<file path="src/sv/dht_pkg.sv">
// ----------------------------------------------------------------------------
// dht_pkg
// shared constants, types and codes of the double hashing table
// ----------------------------------------------------------------------------
package dht_pkg;

  localparam int MAX_SLOTS = 1024;
  localparam int KEY_W     = 31;
  localparam int SLOT_W    = $clog2(MAX_SLOTS);
  localparam int SIZE_W    = $clog2(MAX_SLOTS + 1);
  localparam int CNT_W     = $clog2(KEY_W);
  localparam int IN_DATA_W  = ((KEY_W + 7) / 8) * 8;
  localparam int OUT_DATA_W = ((SLOT_W + SIZE_W + 7) / 8) * 8;
  localparam int CFG_W      = 11;

  localparam logic [CFG_W-1:0] SIZE_RESET = CFG_W'(11);

  typedef enum logic [1:0] {
    STATUS_OK   = 2'd0,
    STATUS_MISS = 2'd1,
    STATUS_FULL = 2'd2
  } status_e;

  localparam logic REQ_INSERT = 1'b0;
  localparam logic REQ_SEARCH = 1'b1;

  typedef enum logic [2:0] {
    S_CLEAR,
    S_IDLE,
    S_MOD_HOME,
    S_MOD_STEP,
    S_READ,
    S_CHECK,
    S_DONE
  } state_e;

  // request to the shared remainder unit
  typedef struct packed {
    logic              start;
    logic [KEY_W-1:0]  dividend;
    logic [SIZE_W-1:0] divisor;
  } mod_req_t;

  typedef struct packed {
    logic              done;
    logic [SLOT_W-1:0] rem;
  } mod_rsp_t;

  // access to the slot store
  typedef struct packed {
    logic              key_we;
    logic              used_we;
    logic              used_wdata;
    logic [SLOT_W-1:0] addr;
    logic [KEY_W-1:0]  key;
  } slot_req_t;

  typedef struct packed {
    logic             used;
    logic [KEY_W-1:0] key;
  } slot_rsp_t;

endpackage

</file>
<file path="src/sv/dht_mod_unit.sv">
// ----------------------------------------------------------------------------
// dht_mod_unit
// bit-serial remainder unit, one dividend bit per cycle
// ----------------------------------------------------------------------------
module dht_mod_unit (
  input  logic              clk_i,
  input  logic              rst_ni,
  input  dht_pkg::mod_req_t req_i,
  output dht_pkg::mod_rsp_t rsp_o
);
  import dht_pkg::*;

  logic              busy_q, busy_d;
  logic              done_q, done_d;
  logic [CNT_W-1:0]  cnt_q, cnt_d;
  logic [KEY_W-1:0]  dvd_q, dvd_d;
  logic [SIZE_W-1:0] div_q, div_d;
  logic [SLOT_W-1:0] rem_q, rem_d;
  logic [SLOT_W:0]   trial;
  logic              fits;

  always_comb begin
    trial  = {rem_q, dvd_q[KEY_W-1]};
    fits   = trial >= (SLOT_W+1)'(div_q);
    busy_d = busy_q;
    done_d = 1'b0;
    cnt_d  = cnt_q;
    dvd_d  = dvd_q;
    div_d  = div_q;
    rem_d  = rem_q;
    if (req_i.start) begin
      busy_d = 1'b1;
      cnt_d  = CNT_W'(KEY_W - 1);
      dvd_d  = req_i.dividend;
      div_d  = req_i.divisor;
      rem_d  = '0;
    end else if (busy_q) begin
      // restoring step: bring in the next bit, subtract when it fits
      rem_d = fits ? SLOT_W'(trial - (SLOT_W+1)'(div_q)) : SLOT_W'(trial);
      dvd_d = {dvd_q[KEY_W-2:0], 1'b0};
      cnt_d = cnt_q - CNT_W'(1);
      if (cnt_q == '0) begin
        busy_d = 1'b0;
        done_d = 1'b1;
      end
    end
  end

  always_ff @(posedge clk_i or negedge rst_ni) begin
    if (!rst_ni) begin
      busy_q <= 1'b0;
      done_q <= 1'b0;
      cnt_q  <= '0;
    end else begin
      busy_q <= busy_d;
      done_q <= done_d;
      cnt_q  <= cnt_d;
    end
  end

  always_ff @(posedge clk_i) begin
    dvd_q <= dvd_d;
    div_q <= div_d;
    rem_q <= rem_d;
  end

  assign rsp_o.done = done_q;
  assign rsp_o.rem  = rem_q;

endmodule

</file>
<file path="config.mk">
export PLATFORM = sky130hd
export DESIGN_NAME = dht_mod_unit
export DESIGN_NICKNAME = d
export VERILOG_FILES = /design/src/sv/dht_pkg.sv /design/src/sv/dht_mod_unit.sv
export SDC_FILE = /design/constraint.sdc
export NUM_CORES = 1
export LEC_CHECK = 0
export BUFFER_PORTS_ARGS = -buffer_cell sky130_fd_sc_hd__buf_2
export CAP_MARGIN = 20
export CORE_MARGIN = 2
export CORE_UTILIZATION = 45
export DETAILED_ROUTE_END_ITERATION = 6
export PLACE_DENSITY = 0.73
export SKIP_CTS_REPAIR_TIMING = 1
export SKIP_LAST_GASP = 1
export SLEW_MARGIN = 20
export SYNTH_ARGS = -nofsm -noshare
export SYNTH_HDL_FRONTEND = slang
export SYNTH_SLANG_ARGS = --single-unit
</file>
<file path="constraint.sdc">
create_clock -name clk_i -period 2.54 [get_ports clk_i]
set_input_delay 0.127 -clock clk_i [delete_from_list [all_inputs] [get_ports clk_i]]
set_output_delay 0.127 -clock clk_i [all_outputs]
set_load 0.02 [all_outputs]
</file>
==> results.md <==
* Power Density at between 600 and 700 nW/um2
* # IOs at 56
* Largest net degree at the start of global routing at 32
* Hold_ws at between 0.08 and 0.09 ns
* Vias in the first global route at approximately 2000
* Initial Util at between 40 and 50%
* FFs w/ async S/R, synth at 11.9%
* RD Place Congestion at 0.876
* DR DRC count at 0
* Final clock skew at approximately 0.0055 ns
* Antenna Nets Post-Route at 0
* CTS tree: yes
* Tot GR Track Use at 16.7%
* Final Util at a little under three fifths
* Worst setup path startpoint: dvd_q[30]
* Max-cap viol count at 0
* Reg2Reg Depth at 10
* Reg2reg end: rem_q[6]
* Initial drt markers at roughly 110
* Flop-to-flop setup slack at 0.36 ns
* Syn Std Cell Area at 2910 um2
* Drt first pass iters at 4
* Outcome: completed
* Clk slew on worst S/H paths at approximately 0.070 ns
* CTS Buf Count at 9
* Post-synthesis sequential area ratio at 56.3%
* Hpwl dp at between 3000 and 4000 um
* Ys flop type: edfxtp_1
* Leak pwr at 1.48 nW
* Drt total wl at approximately 5500 um
* H-Tree Depth at 3
* Inserted Diodes at 0
* Clock root buffer: clkbuf_8
* Post-Syn Instances at approximately 220
* Setup tns final at 0 ns
* Pwr Total at roughly 2.2 mW
* CP endpoint kind: flop
* Height of the chip at about 84 um
* Area Growth Syn to Fin at 22.9%
* DR vias at 1917
* Sink Count at 59
* WP data required at around 2.8 ns
* Layout cells sized above 1 at a little under two fifths
* # setup viols final at 0
* Fin. Hold Viols at 0
* Final std cells w/o fill at roughly 380
* Crit Path Max Fanout at 3
* Critical path type: flop to flop
* Via/cell ratio at 5.06
* Final net count at 356
* VDD IR max at 0.475 mV
* Row cnt at 29
* CP Launch Type: flop
* Fmax at ~460 MHz
* Count leader, synth: edfxtp_1
* Slew @ Worst Pin at roughly 0.58 ns
* R2r startpoint: dvd_q[30]
* # fillers at around 570
* Gr ovfl total at 0
* I/O Buffers at between 50 and 60
* CTS Buffer Depth at 2
* Syn_area_per_cell at around 13 um2
* Max_slew headroom at approximately 60%
* Synth cell types at 44
* DIE AREA at 7120 um2
* Core region area at ~6300 um2
* Synth Warn # at 0
* DP Cell Count at between 300 and 400
* Post-synth EDFFs at 42
* Minimum clock period at ~2.2 ns
* Synthesized Nets at 283
* Worst skew pair latency at 0.33 ns
* RSZ-0062 raised after global routing: false
* Largest cells by area after synthesis: edfxtp_1 43%, mux2_2 12%, dfxtp_1 6.9%, dfrtp_1 6.0%, ha_1 5.6%
* Crit path to: rem_q[6]
* Top cell type's share of synthesized area at 43.4%
* First-pass GRT wire length at between 9000 and 10000 um
* Flops & latches, synth at 59
* Fin crit share at between 80% and 90%
* Dominant cell type by area after synthesis: edfxtp_1
* Routed len/inst at approximately 14 um
* Worst EP arrival at around 2.4 ns
* Most frequent cells after synthesis: 42 x edfxtp_1, 30 x mux2_2, 18 x inv_1, 13 x ha_1, 11 x nand2_1
* Max-slew violations at 0
* Die width at between 80 and 90 um
* Initial antenna violation count at 0
* Hold WC Path Type: input port to flop
[worst min-delay path by stage]
stage                    from  depth (start not counted)   endpoint  slack [ns]
finish              req_i[36]                          2  dvd_q[25]        0.09
global route        req_i[36]                          2  dvd_q[25]        0.08
CTS                    rst_ni                          1   cnt_q[1]       -0.39
detailed placement     rst_ni                          1   cnt_q[1]       -0.02
global placement       rst_ni                          1   cnt_q[0]       -0.03
floorplan              rst_ni                          0     busy_q       -0.17
[state kept, by name, summed over array words and instances, names as in the netlist]
| signal | cells |
|---|---|
| cnt_q | 5 |
| div_q | 11 |
| done_q | 1 |
| rem_q | 10 |
| busy_q | 1 |
| dvd_q | 31 |
[critical path, cell delays in order (launching register included)]
cell and delay, ns:
edfxtp_1 0.35, inv_1 0.08, ha_1 0.16, inv_1 0.05, fa_1 0.42, a211oi_1 0.26, o21bai_1 0.12, a21oi_1 0.20
xnor2_1 0.14, mux2i_1 0.10, a211oi_1 0.23
[report_power, final]
part | switching, mW | internal [mW]
Combinational | 0.129 | 0.148
Sequential | 0.0288 | 1.12
Clock | 0.371 | 0.450
Total | 0.529 | 1.71
[layout make-up]
cell class	instances	area, um2	area share [%]
inverter	18	67.6	1.89
timing repair buffer	70	418	11.7
tap	77	96.3	2.70
sequential	59	1640	45.8
multi-input combinational	139	1170	32.7
clock buffer	11	131	3.68
clock inverter	5	53.8	1.51
[stage by stage]
stage                     area (um2)  worst slack, ns
final                           3570            0.358
after global routing            3570            0.157
after CTS                       3450            0.344
after detailed placement        3270            0.369
after global placement          3270            0.370
after floorplan                 2910            0.541
[cell families (layout without fill, tap and decap cells)]
| logic type | after synthesis | count (layout) | share of synthesized area (%) |
|---|---|---|---|
| multiplexers | 38 | 38 | 14.5 |
| AO/OA/AOI/OAI | 36 | 36 | 8.78 |
| adder cells (fa/ha/maj) | 14 | 14 | 6.28 |
| XOR/XNOR | 11 | 11 | 3.31 |
| AND/OR/NAND/NOR | 40 | 40 | 7.32 |
| flip-flops | 59 | 59 | 56.3 |
| buffers and inverters | 26 | 104 | 3.49 |
[routing by layer]
layer / vias to the layer above / wire length [um] / track usage (%)
li1: 961 / - / -
met1: 892 / 2450 / 20.6
met2: 49 / 2580 / 25.8
met3: 15 / 256 / 4.92
met4: 0 / 182 / 10.5
met5: - / 0 / 0
[cell usage in the layout, fill, tap and decap left out, drive strengths merged, types with 3 or more instances in the layout]
master / instances
dfrtp: 7
mux2: 31
mux2i: 7
a21oi: 11
a211oi: 6
xor2: 3
clkinv: 4
o21ai: 9
ha: 13
edfxtp: 42
inv: 18
nand2b: 7
a21o: 3
nand2: 11
nor2: 11
xnor2: 8
dfxtp: 10
dlygate4sd3: 12
buf: 58
clkbuf: 11
Note: power is estimated with default switching activity, not from simulation.
